`config.mk`:
```
export PLATFORM = sky130hd
export DESIGN_NAME = rational_arithmetic_unit_top
export DESIGN_NICKNAME = d
export VERILOG_FILES = /design/src/rtl/rau_pkg.sv /design/src/rtl/rau_front.sv /design/src/rtl/rau_queue.sv /design/src/rtl/rau_back.sv /design/src/rtl/rational_arithmetic_unit_top.sv
export SDC_FILE = /design/constraint.sdc
export NUM_CORES = 2
export LEC_CHECK = 0
export BUFFER_PORTS_ARGS = -buffer_cell sky130_fd_sc_hd__buf_2
export CELL_PAD_IN_SITES_DETAIL_PLACEMENT = 0
export CELL_PAD_IN_SITES_GLOBAL_PLACEMENT = 1
export CORE_AREA = 2 2 433 306
export DETAILED_ROUTE_END_ITERATION = 10
export DIE_AREA = 0 0 435 308
export PLACE_DENSITY = 0.77
export SYNTH_ARGS = -nofsm -noshare
export SYNTH_HDL_FRONTEND = slang
export SYNTH_SLANG_ARGS = --single-unit
```
`constraint.sdc`:
```
create_clock -name clk -period 8.25 [get_ports clk]
set_input_delay 0.4125 -clock clk [delete_from_list [all_inputs] [get_ports clk]]
set_output_delay 0.4125 -clock clk [all_outputs]
set_load 0.05 [all_outputs]
```
`src/rtl/rau_pkg.sv`:
```
// Shared types and constants for the rational arithmetic unit.
`default_nettype none

package rau_pkg;

	// Width of one operand field on the ports.
	localparam int FIELD_W = 16;
	// Internal operand width: a signed field or a 16-bit unsigned pattern both fit.
	localparam int OPND_W  = FIELD_W + 1;
	localparam int PROD_W  = 2 * OPND_W;
	localparam int SUM_W   = PROD_W + 1;
	// Magnitude width of every numerator and denominator before reduction.
	localparam int MAG_W   = 33;
	localparam int RNUM_W  = 33;
	localparam int RDEN_W  = 31;
	localparam int QUEUE_DEPTH = 2;

	localparam logic [2:0] CMD_ADD = 3'd0;
	localparam logic [2:0] CMD_SUB = 3'd1;
	localparam logic [2:0] CMD_MUL = 3'd2;
	localparam logic [2:0] CMD_DIV = 3'd3;
	localparam logic [2:0] CMD_CMP = 3'd4;

	localparam logic [1:0] ORD_LESS    = 2'd0;
	localparam logic [1:0] ORD_EQUAL   = 2'd1;
	localparam logic [1:0] ORD_GREATER = 2'd2;

	localparam logic [1:0] ST_OK       = 2'd0;
	localparam logic [1:0] ST_ZERO_DEN = 2'd1;
	localparam logic [1:0] ST_DIV_ZERO = 2'd2;

	typedef struct packed {
		logic [2:0]                cmd;
		logic signed [FIELD_W-1:0] a_num;
		logic signed [FIELD_W-1:0] a_den;
		logic signed [FIELD_W-1:0] b_num;
		logic signed [FIELD_W-1:0] b_den;
	} rau_in_t;

	typedef struct packed {
		logic signed [RNUM_W-1:0] res_num;
		logic [RDEN_W-1:0]        res_den;
		logic [1:0]               order;
		logic [1:0]               status;
	} rau_out_t;

	// One classified job handed from the front end to the reduction engine.
	typedef struct packed {
		logic                     arith;
		logic signed [SUM_W-1:0]  num;
		logic signed [PROD_W-1:0] den;
		logic [1:0]               order;
		logic [1:0]               status;
	} rau_job_t;

endpackage

`default_nettype wire

```
`src/rtl/rau_front.sv`:
```
// Front end: accepts an item, forms the cross products and classifies the job.
`default_nettype none

module rau_front #(
	parameter int OPERAND_WIDTH = 16
) (
	input  wire logic             clk,
	input  wire logic             arst_n,
	input  wire logic             start,
	input  wire rau_pkg::rau_in_t item,
	output logic                  busy,
	output logic                  push,
	input  wire logic             full,
	output rau_pkg::rau_job_t     job
);
	import rau_pkg::*;

	localparam int  SIGN_POS  = (OPERAND_WIDTH > FIELD_W) ? FIELD_W - 1 : OPERAND_WIDTH - 1;
	localparam bit  SIGNED_IN = (OPERAND_WIDTH <= FIELD_W);

	typedef enum logic [5:0] {
		F_IDLE = 6'b000001,
		F_MUL0 = 6'b000010,
		F_MUL1 = 6'b000100,
		F_MUL2 = 6'b001000,
		F_SUM  = 6'b010000,
		F_PUSH = 6'b100000
	} fstate_t;

	// Reads a field as an OPERAND_WIDTH-bit two's complement number, unsigned if wider than FIELD_W.
	function automatic logic signed [OPND_W-1:0] ext_opnd(input logic [FIELD_W-1:0] v);
		logic [OPND_W-1:0] z;
		logic [OPND_W-1:0] r;
		z = {1'b0, v};
		for (int i = 0; i < OPND_W; i++) begin
			if (i < SIGN_POS || !SIGNED_IN) begin
				r[i] = z[i];
			end else begin
				r[i] = z[SIGN_POS];
			end
		end
		return signed'(r);
	endfunction

	fstate_t                  state_q;
	logic [2:0]               cmd_q;
	logic signed [OPND_W-1:0] an_q, ad_q, bn_q, bd_q;
	logic signed [PROD_W-1:0] p0_q, p1_q, p2_q;
	rau_job_t                 job_q;

	logic signed [OPND_W-1:0] mx, my;
	logic signed [PROD_W-1:0] prod;
	rau_job_t                 job_d;
	logic                     lt, eq, flip;

	// One shared multiplier, stepped through three products.
	always_comb begin
		case (state_q)
			F_MUL0: begin
				mx = an_q;
				my = (cmd_q == CMD_MUL) ? bn_q : bd_q;
			end
			F_MUL1: begin
				mx = ad_q;
				my = bn_q;
			end
			default: begin
				mx = ad_q;
				my = bd_q;
			end
		endcase
		prod = mx * my;
	end

	always_comb begin
		lt   = p0_q < p1_q;
		eq   = p0_q == p1_q;
		flip = ad_q[OPND_W-1] ^ bd_q[OPND_W-1];
		job_d        = '0;
		job_d.order  = ORD_EQUAL;
		job_d.status = ST_OK;
		if (ad_q == '0 || bd_q == '0) begin
			job_d.status = ST_ZERO_DEN;
		end else begin
			case (cmd_q)
				CMD_ADD: begin
					job_d.arith = 1'b1;
					job_d.num   = SUM_W'(p0_q) + SUM_W'(p1_q);
					job_d.den   = p2_q;
				end
				CMD_SUB: begin
					job_d.arith = 1'b1;
					job_d.num   = SUM_W'(p0_q) - SUM_W'(p1_q);
					job_d.den   = p2_q;
				end
				CMD_MUL: begin
					job_d.arith = 1'b1;
					job_d.num   = SUM_W'(p0_q);
					job_d.den   = p2_q;
				end
				CMD_DIV: begin
					if (bn_q == '0) begin
						job_d.status = ST_DIV_ZERO;
					end else begin
						job_d.arith = 1'b1;
						job_d.num   = SUM_W'(p0_q);
						job_d.den   = p1_q;
					end
				end
				CMD_CMP: begin
					if (eq) begin
						job_d.order = ORD_EQUAL;
					end else if (lt ^ flip) begin
						job_d.order = ORD_LESS;
					end else begin
						job_d.order = ORD_GREATER;
					end
				end
				default: begin
					job_d.arith = 1'b0;
				end
			endcase
		end
	end

	always_ff @(posedge clk or negedge arst_n) begin
		if (!arst_n) begin
			state_q <= F_IDLE;
		end else begin
			case (state_q)
				F_IDLE: begin
					if (start) begin
						state_q <= F_MUL0;
					end
				end
				F_MUL0: state_q <= F_MUL1;
				F_MUL1: state_q <= F_MUL2;
				F_MUL2: state_q <= F_SUM;
				F_SUM:  state_q <= F_PUSH;
				F_PUSH: begin
					if (!full) begin
						state_q <= F_IDLE;
					end
				end
				default: state_q <= F_IDLE;
			endcase
		end
	end

	always_ff @(posedge clk) begin
		if (state_q == F_IDLE && start) begin
			cmd_q <= item.cmd;
			an_q  <= ext_opnd(item.a_num);
			ad_q  <= ext_opnd(item.a_den);
			bn_q  <= ext_opnd(item.b_num);
			bd_q  <= ext_opnd(item.b_den);
		end
		if (state_q == F_MUL0) begin
			p0_q <= prod;
		end
		if (state_q == F_MUL1) begin
			p1_q <= prod;
		end
		if (state_q == F_MUL2) begin
			p2_q <= prod;
		end
		if (state_q == F_SUM) begin
			job_q <= job_d;
		end
	end

	assign busy = (state_q != F_IDLE);
	assign push = (state_q == F_PUSH) && !full;
	assign job  = job_q;

	// An arithmetic job never carries a zero denominator into the reduction.
	a_arith_den_nonzero: assert property (@(posedge clk) disable iff (!arst_n)
		push && job.arith |-> job.den != '0)
		else $error("arithmetic job with zero denominator");

endmodule

`default_nettype wire

```
`src/rtl/rau_queue.sv`:
```
// Short job queue between the front end and the reduction engine.
`default_nettype none

module rau_queue (
	input  wire logic              clk,
	input  wire logic              arst_n,
	input  wire logic              push,
	input  wire rau_pkg::rau_job_t wr_job,
	output logic                   full,
	input  wire logic              pop,
	output rau_pkg::rau_job_t      rd_job,
	output logic                   empty
);
	import rau_pkg::*;

	localparam int PTR_W = (QUEUE_DEPTH > 1) ? $clog2(QUEUE_DEPTH) : 1;
	localparam int CNT_W = $clog2(QUEUE_DEPTH + 1);

	rau_job_t         mem_q [QUEUE_DEPTH];
	logic [PTR_W-1:0] wr_ptr_q, rd_ptr_q;
	logic [CNT_W-1:0] count_q;

	always_ff @(posedge clk) begin
		if (push) begin
			mem_q[wr_ptr_q] <= wr_job;
		end
	end

	always_ff @(posedge clk or negedge arst_n) begin
		if (!arst_n) begin
			wr_ptr_q <= '0;
			rd_ptr_q <= '0;
			count_q  <= '0;
		end else begin
			if (push) begin
				wr_ptr_q <= (wr_ptr_q == PTR_W'(QUEUE_DEPTH - 1)) ? '0 : wr_ptr_q + 1'b1;
			end
			if (pop) begin
				rd_ptr_q <= (rd_ptr_q == PTR_W'(QUEUE_DEPTH - 1)) ? '0 : rd_ptr_q + 1'b1;
			end
			if (push && !pop) begin
				count_q <= count_q + 1'b1;
			end else if (pop && !push) begin
				count_q <= count_q - 1'b1;
			end
		end
	end

	assign rd_job = mem_q[rd_ptr_q];
	assign full   = (count_q == CNT_W'(QUEUE_DEPTH));
	assign empty  = (count_q == '0);

	// The fill count never passes the depth, and never wraps below zero.
	a_count_range: assert property (@(posedge clk) disable iff (!arst_n)
		count_q <= CNT_W'(QUEUE_DEPTH) && !(pop && empty))
		else $error("queue overflow or underflow");

endmodule

`default_nettype wire

```
`src/rtl/rau_back.sv`:
```
// Reduction engine: binary GCD, exact division by the divisor and result register.
`default_nettype none

module rau_back (
	input  wire logic              clk,
	input  wire logic              arst_n,
	input  wire logic              empty,
	input  wire rau_pkg::rau_job_t rd_job,
	output logic                   pop,
	output logic                   done,
	output rau_pkg::rau_out_t      result
);
	import rau_pkg::*;

	localparam int CNT_W = $clog2(MAG_W);

	typedef enum logic [4:0] {
		B_IDLE = 5'b00001,
		B_PREP = 5'b00010,
		B_GCD  = 5'b00100,
		B_DIV  = 5'b01000,
		B_FIN  = 5'b10000
	} bstate_t;

	bstate_t           state_q;
	rau_job_t          job_q;
	logic              neg_q;
	logic [MAG_W-1:0]  u_q, v_q, nd_q, dd_q, rn_q, rd_q;
	logic [CNT_W-1:0]  cnt_q;
	logic              done_q;
	rau_out_t          result_q;

	logic [SUM_W-1:0]  num_abs;
	logic [PROD_W-1:0] den_abs;
	logic [MAG_W-1:0]  nm, dm;
	logic [MAG_W:0]    rn_sh, rd_sh;
	logic              n_ge, d_ge;
	logic [MAG_W-1:0]  rn_nx, rd_nx;
	logic [MAG_W-1:0]  qn_neg;

	always_comb begin
		num_abs = job_q.num[SUM_W-1] ? -job_q.num : job_q.num;
		den_abs = job_q.den[PROD_W-1] ? -job_q.den : job_q.den;
		nm      = num_abs[MAG_W-1:0];
		dm      = den_abs[MAG_W-1:0];
	end

	// One restoring step on both dividends against the shared divisor.
	always_comb begin
		rn_sh = {rn_q, nd_q[MAG_W-1]};
		rd_sh = {rd_q, dd_q[MAG_W-1]};
		n_ge  = rn_sh >= {1'b0, u_q};
		d_ge  = rd_sh >= {1'b0, u_q};
		rn_nx = n_ge ? MAG_W'(rn_sh - {1'b0, u_q}) : rn_sh[MAG_W-1:0];
		rd_nx = d_ge ? MAG_W'(rd_sh - {1'b0, u_q}) : rd_sh[MAG_W-1:0];
		qn_neg = -nd_q;
	end

	assign pop = (state_q == B_IDLE) && !empty;

	always_ff @(posedge clk or negedge arst_n) begin
		if (!arst_n) begin
			state_q <= B_IDLE;
			done_q  <= 1'b0;
		end else begin
			done_q <= 1'b0;
			case (state_q)
				B_IDLE: begin
					if (!empty) begin
						if (rd_job.arith) begin
							state_q <= B_PREP;
						end else begin
							done_q <= 1'b1;
						end
					end
				end
				B_PREP: begin
					if (nm == '0) begin
						done_q  <= 1'b1;
						state_q <= B_IDLE;
					end else begin
						state_q <= B_GCD;
					end
				end
				B_GCD: begin
					if (u_q == v_q) begin
						state_q <= B_DIV;
					end
				end
				B_DIV: begin
					if (cnt_q == CNT_W'(MAG_W - 1)) begin
						state_q <= B_FIN;
					end
				end
				B_FIN: begin
					done_q  <= 1'b1;
					state_q <= B_IDLE;
				end
				default: state_q <= B_IDLE;
			endcase
		end
	end

	always_ff @(posedge clk) begin
		case (state_q)
			B_IDLE: begin
				if (!empty) begin
					job_q <= rd_job;
					result_q.res_num <= '0;
					result_q.res_den <= '0;
					result_q.order   <= rd_job.order;
					result_q.status  <= rd_job.status;
				end
			end
			B_PREP: begin
				neg_q <= job_q.num[SUM_W-1] ^ job_q.den[PROD_W-1];
				u_q   <= nm;
				v_q   <= dm;
				nd_q  <= nm;
				dd_q  <= dm;
				result_q.res_num <= '0;
				result_q.res_den <= RDEN_W'(1);
				result_q.order   <= ORD_EQUAL;
				result_q.status  <= ST_OK;
			end
			B_GCD: begin
				if (u_q == v_q) begin
					rn_q  <= '0;
					rd_q  <= '0;
					cnt_q <= '0;
				end else if (!u_q[0] && !v_q[0]) begin
					// A common factor of two comes out of the divisor and both dividends.
					u_q  <= u_q >> 1;
					v_q  <= v_q >> 1;
					nd_q <= nd_q >> 1;
					dd_q <= dd_q >> 1;
				end else if (!u_q[0]) begin
					u_q <= u_q >> 1;
				end else if (!v_q[0]) begin
					v_q <= v_q >> 1;
				end else if (u_q > v_q) begin
					u_q <= (u_q - v_q) >> 1;
				end else begin
					v_q <= (v_q - u_q) >> 1;
				end
			end
			B_DIV: begin
				rn_q  <= rn_nx;
				rd_q  <= rd_nx;
				nd_q  <= {nd_q[MAG_W-2:0], n_ge};
				dd_q  <= {dd_q[MAG_W-2:0], d_ge};
				cnt_q <= cnt_q + 1'b1;
			end
			B_FIN: begin
				result_q.res_num <= signed'(neg_q ? qn_neg : nd_q);
				result_q.res_den <= dd_q[RDEN_W-1:0];
			end
			default: begin
				cnt_q <= cnt_q;
			end
		endcase
	end

	assign done   = done_q;
	assign result = result_q;

	// The GCD operands stay nonzero, so the loop always ends with a usable divisor.
	a_gcd_nonzero: assert property (@(posedge clk) disable iff (!arst_n)
		state_q == B_GCD |-> u_q != '0 && v_q != '0)
		else $error("GCD operand reached zero");

	// A flagged result carries no fraction.
	a_error_clear: assert property (@(posedge clk) disable iff (!arst_n)
		done_q && result_q.status != ST_OK |-> result_q.res_num == '0 && result_q.res_den == '0)
		else $error("error result with nonzero fraction");

endmodule

`default_nettype wire

```
`src/rtl/rational_arithmetic_unit_top.sv`:
```
// Top level of the rational arithmetic unit: front end, job queue and reduction engine.
// Compare and flagged items go straight from the queue to the result; add, subtract, multiply
// and divide pass the binary GCD loop and the restoring divide unless the numerator is zero.
// The front end takes a new item once it has pushed its job, waiting while the queue is full;
// the reduction engine takes a job from the queue only when it is through with the last one.
// Reset clears all control state asynchronously; the queue is empty and the unit idle after it.
`default_nettype none

module rational_arithmetic_unit_top #(
	parameter int OPERAND_WIDTH = 16
) (
	input  wire logic             clk,
	input  wire logic             arst_n,
	input  wire logic             start,
	input  wire rau_pkg::rau_in_t item,
	output logic                  busy,
	output logic                  done,
	output rau_pkg::rau_out_t     result
);
	import rau_pkg::*;

	// Jobs pass from the front end to the reduction engine through the queue.
	// Each side stalls only on the queue, so the front end can take the next
	// transfer while the engine still reduces an earlier fraction.
	logic     push, full, pop, empty;
	rau_job_t wr_job, rd_job;

	// The front end reads operands as OPERAND_WIDTH-bit two's complement numbers (unsigned above
	// FIELD_W bits), runs three products through one multiplier and sorts out the special cases.
	rau_front #(
		.OPERAND_WIDTH(OPERAND_WIDTH)
	) u_front (
		.clk    (clk),
		.arst_n (arst_n),
		.start  (start),
		.item   (item),
		.busy   (busy),
		.push   (push),
		.full   (full),
		.job    (wr_job)
	);

	rau_queue u_queue (
		.clk    (clk),
		.arst_n (arst_n),
		.push   (push),
		.wr_job (wr_job),
		.full   (full),
		.pop    (pop),
		.rd_job (rd_job),
		.empty  (empty)
	);

	// The engine reduces by the GCD and presents every result for exactly one
	// cycle with done high; the receiver takes each transfer as it comes.
	rau_back u_back (
		.clk    (clk),
		.arst_n (arst_n),
		.empty  (empty),
		.rd_job (rd_job),
		.pop    (pop),
		.done   (done),
		.result (result)
	);

endmodule

`default_nettype wire
```
==> impl_metrics.py <==
metrics = {
    "timing": {
        "grt_setup_unrepaired": "no",
        "finalClockSkew_ns": 0.03158,
        "max_slew_margin": 0.2436,
        "worst_slew_pin_slew_ns": 1.135,
        "layout_worst_path_cycle_share": 0.9536,
        "final.min_clock_period_ns": 7.867,
        "timing.final.hold_violations": 0,
        "finalSetupViolCount": 0,
        "setup_tns_ns": 0,
        "drv_slew": 0,
        "fmax_mhz": 127.1,
    },
    "cts": {
        "tritoncts.num_buffers": 80,
        "tritoncts": "yes",
        "clk_lat_worst_skew_ns": 0.70,
        "cts_sinks": 745,
        "max-clock-path-buffers": 3,
        "clockRootBuffer": "clkbuf_16",
        "worst_setup_hold_path_clk_slew_ns": 0.06,
        "htree_num_levels": 3,
    },
    "logic_synthesis": {
        "postSynthRegisterBits": 745,
        "synth.net_count": 5493,
        "flip_flop_cell_with_the_highest_count_after_synthesis": "edfxtp_1",
        "netlist_instances": 4838,
        "synth.distinct_cells": 87,
        "number_of_synthesized_flops_with_an_enable_pin": 729,
        "synth_top_cell_by_area": "edfxtp_1",
        "ys_async_sr_fraction": 0.02148,
        "yosysTopAreaCellShare": 0.4234,
        "synthesis.area_per_instance_um2": 10.69,
        "synth_area_um2": 51710,
        "ys_top_cells_by_area": "edfxtp_1, fa_1, ha_1",
        "synth-seq-area-share": 0.4312,
        "yosys_warnings": 0,
    },
    "flow_run": {
        "timing.max_cap.violations": 0,
    },
    "global_routing": {
        "global_route_wire_length_before_repair_mm": 235.0,
        "maximum_number_of_pins_on_one_net_before_global_route_repair": 73,
        "antenna_found_initial": 4,
        "overflow": 0,
        "grt_util_all_layers": 0.2308,
        "first_global_vias": 36750,
    },
    "routing": {
        "via_total_after_detailed_routing": 38560,
        "drt.antenna.violating_nets": 0,
        "drt_first_pass_iters": 6,
        "route.detailed.wl_per_inst_um": 22.75,
        "route.detailed.vias_per_inst": 5.648,
        "detail_route.iter0.violations": 4472,
        "detail_route.drc_violations": 0,
        "wirelength_mm": 155.3,
    },
    "place": {
        "dpl.hpwl_mm": 118.3,
        "gp_congestion": 0.9526,
        "io_buffer_count": 139,
    },
    "critical_path": {
        "worstSetupEndpointType": "flop",
        "cp.depth": 26,
        "setup.worst_path.start_class": "flop",
        "cpLargestDelayFamily": "adder cells",
        "timing.critical_path.required_ns": 8.66,
        "critical_path.slowest_cell": "fa_1",
        "critical_path_buf_inv_count": 6,
        "worst_path_largest_cell_delay_ns": 0.52,
        "cpMostUsedCell": "fa_1",
        "worst-endpoint-arrival_ns": 8.28,
        "critical_path_peak_fanout": 12,
        "setup.worst_path.class": "reg2reg",
        "r2r.worst_path.cells": 26,
    },
    "floorplan": {
        "core_um2": 130000,
        "core.rowCount": 111,
        "floorplan.die.height_um": 308,
        "floorplan.die.width_um": 435,
        "die_area_um2": 134000,
        "io-pin-count": 140,
        "initial_utilization": 0.3978,
    },
    "layout": {
        "final_nets": 5665,
        "fill_cells": 12200,
        "drive_above_1_share": 0.1021,
        "flow.area_growth_from_synthesis_pct": 12.67,
    },
    "status": {
        "status": "completed",
    },
    "min_path": {
        "hold_path.class": "in2reg",
        "worstHoldPathCells": 3,
    },
}
-- cell usage after synthesis, types with 92 or more instances --
| cell | instances |
|---|---|
| inv_1 | 486 |
| a22oi_1 | 103 |
| a21oi_1 | 245 |
| xnor2_1 | 141 |
| nor2_1 | 496 |
| mux2i_1 | 92 |
| nand2_1 | 375 |
| ha_1 | 293 |
| xor2_1 | 158 |
| clkbuf_1 | 194 |
| edfxtp_1 | 729 |
| o21ai_0 | 194 |
| fa_1 | 292 |
-- registers in the layout, indices dropped and copies added, names as in the netlist, 33 cells and up --
signal         count
u_queue.mem_q    146
u_front.job       73
u_back.job_q      68
u_back.result     68
u_front.p0_q      34
u_front.p1_q      34
u_front.p2_q      34
u_back.dd_q       33
u_back.nd_q       33
u_back.rd_q       33
u_back.rn_q       33
u_back.u_q        33
u_back.v_q        33
-- area by class of cell --
| type | instances | area, um2 | share of cell area |
|---|---|---|---|
| sequential | 745 | 22300 | 0.3827 |
| antenna | 1 | 2.502 | 0.00004295 |
| clock inverter | 52 | 644.4 | 0.01106 |
| multi-input combinational | 3386 | 27000 | 0.4634 |
| tap | 1751 | 2191 | 0.03760 |
| inverter | 486 | 1826 | 0.03133 |
| timing repair buffer | 311 | 2245 | 0.03853 |
| clock buffer | 95 | 2058 | 0.03533 |
-- worst min-delay path, cell delays in order --
cell	delay, ns
buf_2	0.10
inv_1	0.11
nor2_1	0.12
-- cells in the final DEF (no fill, tap or decap), types with 33 or more instances in the layout --
cell	instances
clkbuf_16	82
xnor2_1	141
dlygate4sd3_1	68
a211oi_1	33
fa_1	291
and2_1	42
nand2b_1	48
nor2b_1	33
o21ai_0	194
a22oi_1	103
buf_4	95
xor2_1	158
ha_1	293
nor3_1	66
mux2i_1	87
edfxtp_1	729
mux2_2	77
nor2_1	493
a21oi_1	240
nand2_1	374
nand3_1	58
a21o_1	90
nand4_1	43
o31ai_1	41
a221oi_1	45
buf_2	139
inv_1	484
-- kinds of logic (layout without fill, tap and decap cells) --
kind of cell	Yosys count	in the layout	synth area share
and+or+nand+nor	1317	1317	0.1167
AOI/OAI and AO/OA	1013	1013	0.1306
DFF	745	745	0.4312
buffers and inverters	707	944	0.05171
adders and majority gates	585	585	0.1840
xor gates and xnor gates	299	299	0.05065
muxes	172	172	0.03523
other	0	1	0
-- what timing repair did --
| action | in CTS | in global routing |
|---|---|---|
| endpoints found under the hold margin | 83 | 0 |
| setup buffers | 0 | 2 |
| endpoints found under the setup margin | 0 | 36 |
| hold buffers | 68 | 0 |
| gates resized for setup | 0 | 28 |
-- worst paths after layout --
check,from,to,slack [ns]
hold / removal,start,u_front.state_q[1]$_DFFE_PN0P_,0.10
hold reg to reg,u_front.job[42]$_SDFFCE_PP0P_,u_queue.mem_q[1][42]$_DFFE_PP_,0.45
setup / recovery,u_front.state_q[2]$_DFFE_PN0P_,u_front.p1_q[31]$_DFFE_PN_,0.38
min in group asynchronous,arst_n,u_back.done$_DFF_PN0_,0.20
setup reg to reg,u_front.state_q[2]$_DFFE_PN0P_,u_front.p1_q[31]$_DFFE_PN_,0.38
max in group asynchronous,arst_n,u_queue.rd_ptr_q$_DFFE_PN0P_,7.67
-- through the flow --
stage / util / hold WS, ns / instances / worst slack, ns / area, um2
finish: 0.4482 / 0.1028 / 6827 / 0.3826 / 58260
global route: 0.4482 / 0.08631 / 6826 / 0.006200 / 58260
CTS: 0.4466 / 0.06131 / 6822 / 0.05667 / 58060
detailed placement: 0.4206 / 0.3971 / 6607 / 0.07417 / 54670
global placement: 0.4206 / 0.3988 / 6607 / 0.2969 / 54670
floorplan: - / 0.1169 / 4838 / 0.02191 / 51720
-- layer usage --
metal,part of all wire,wire [um],vias up,GRT usage
li1,-,-,17500,-
met1,0.49,75360,19270,0.3735
met2,0.38,59400,1615,0.3019
met3,0.11,17320,174,0.05774
met4,0.021,3186,4,0.04853
met5,0.00017,26,-,0
Power is left out: the tool's default activity adds up to more than one toggle a clock period on the data nets, which glitch-free logic cannot reach.
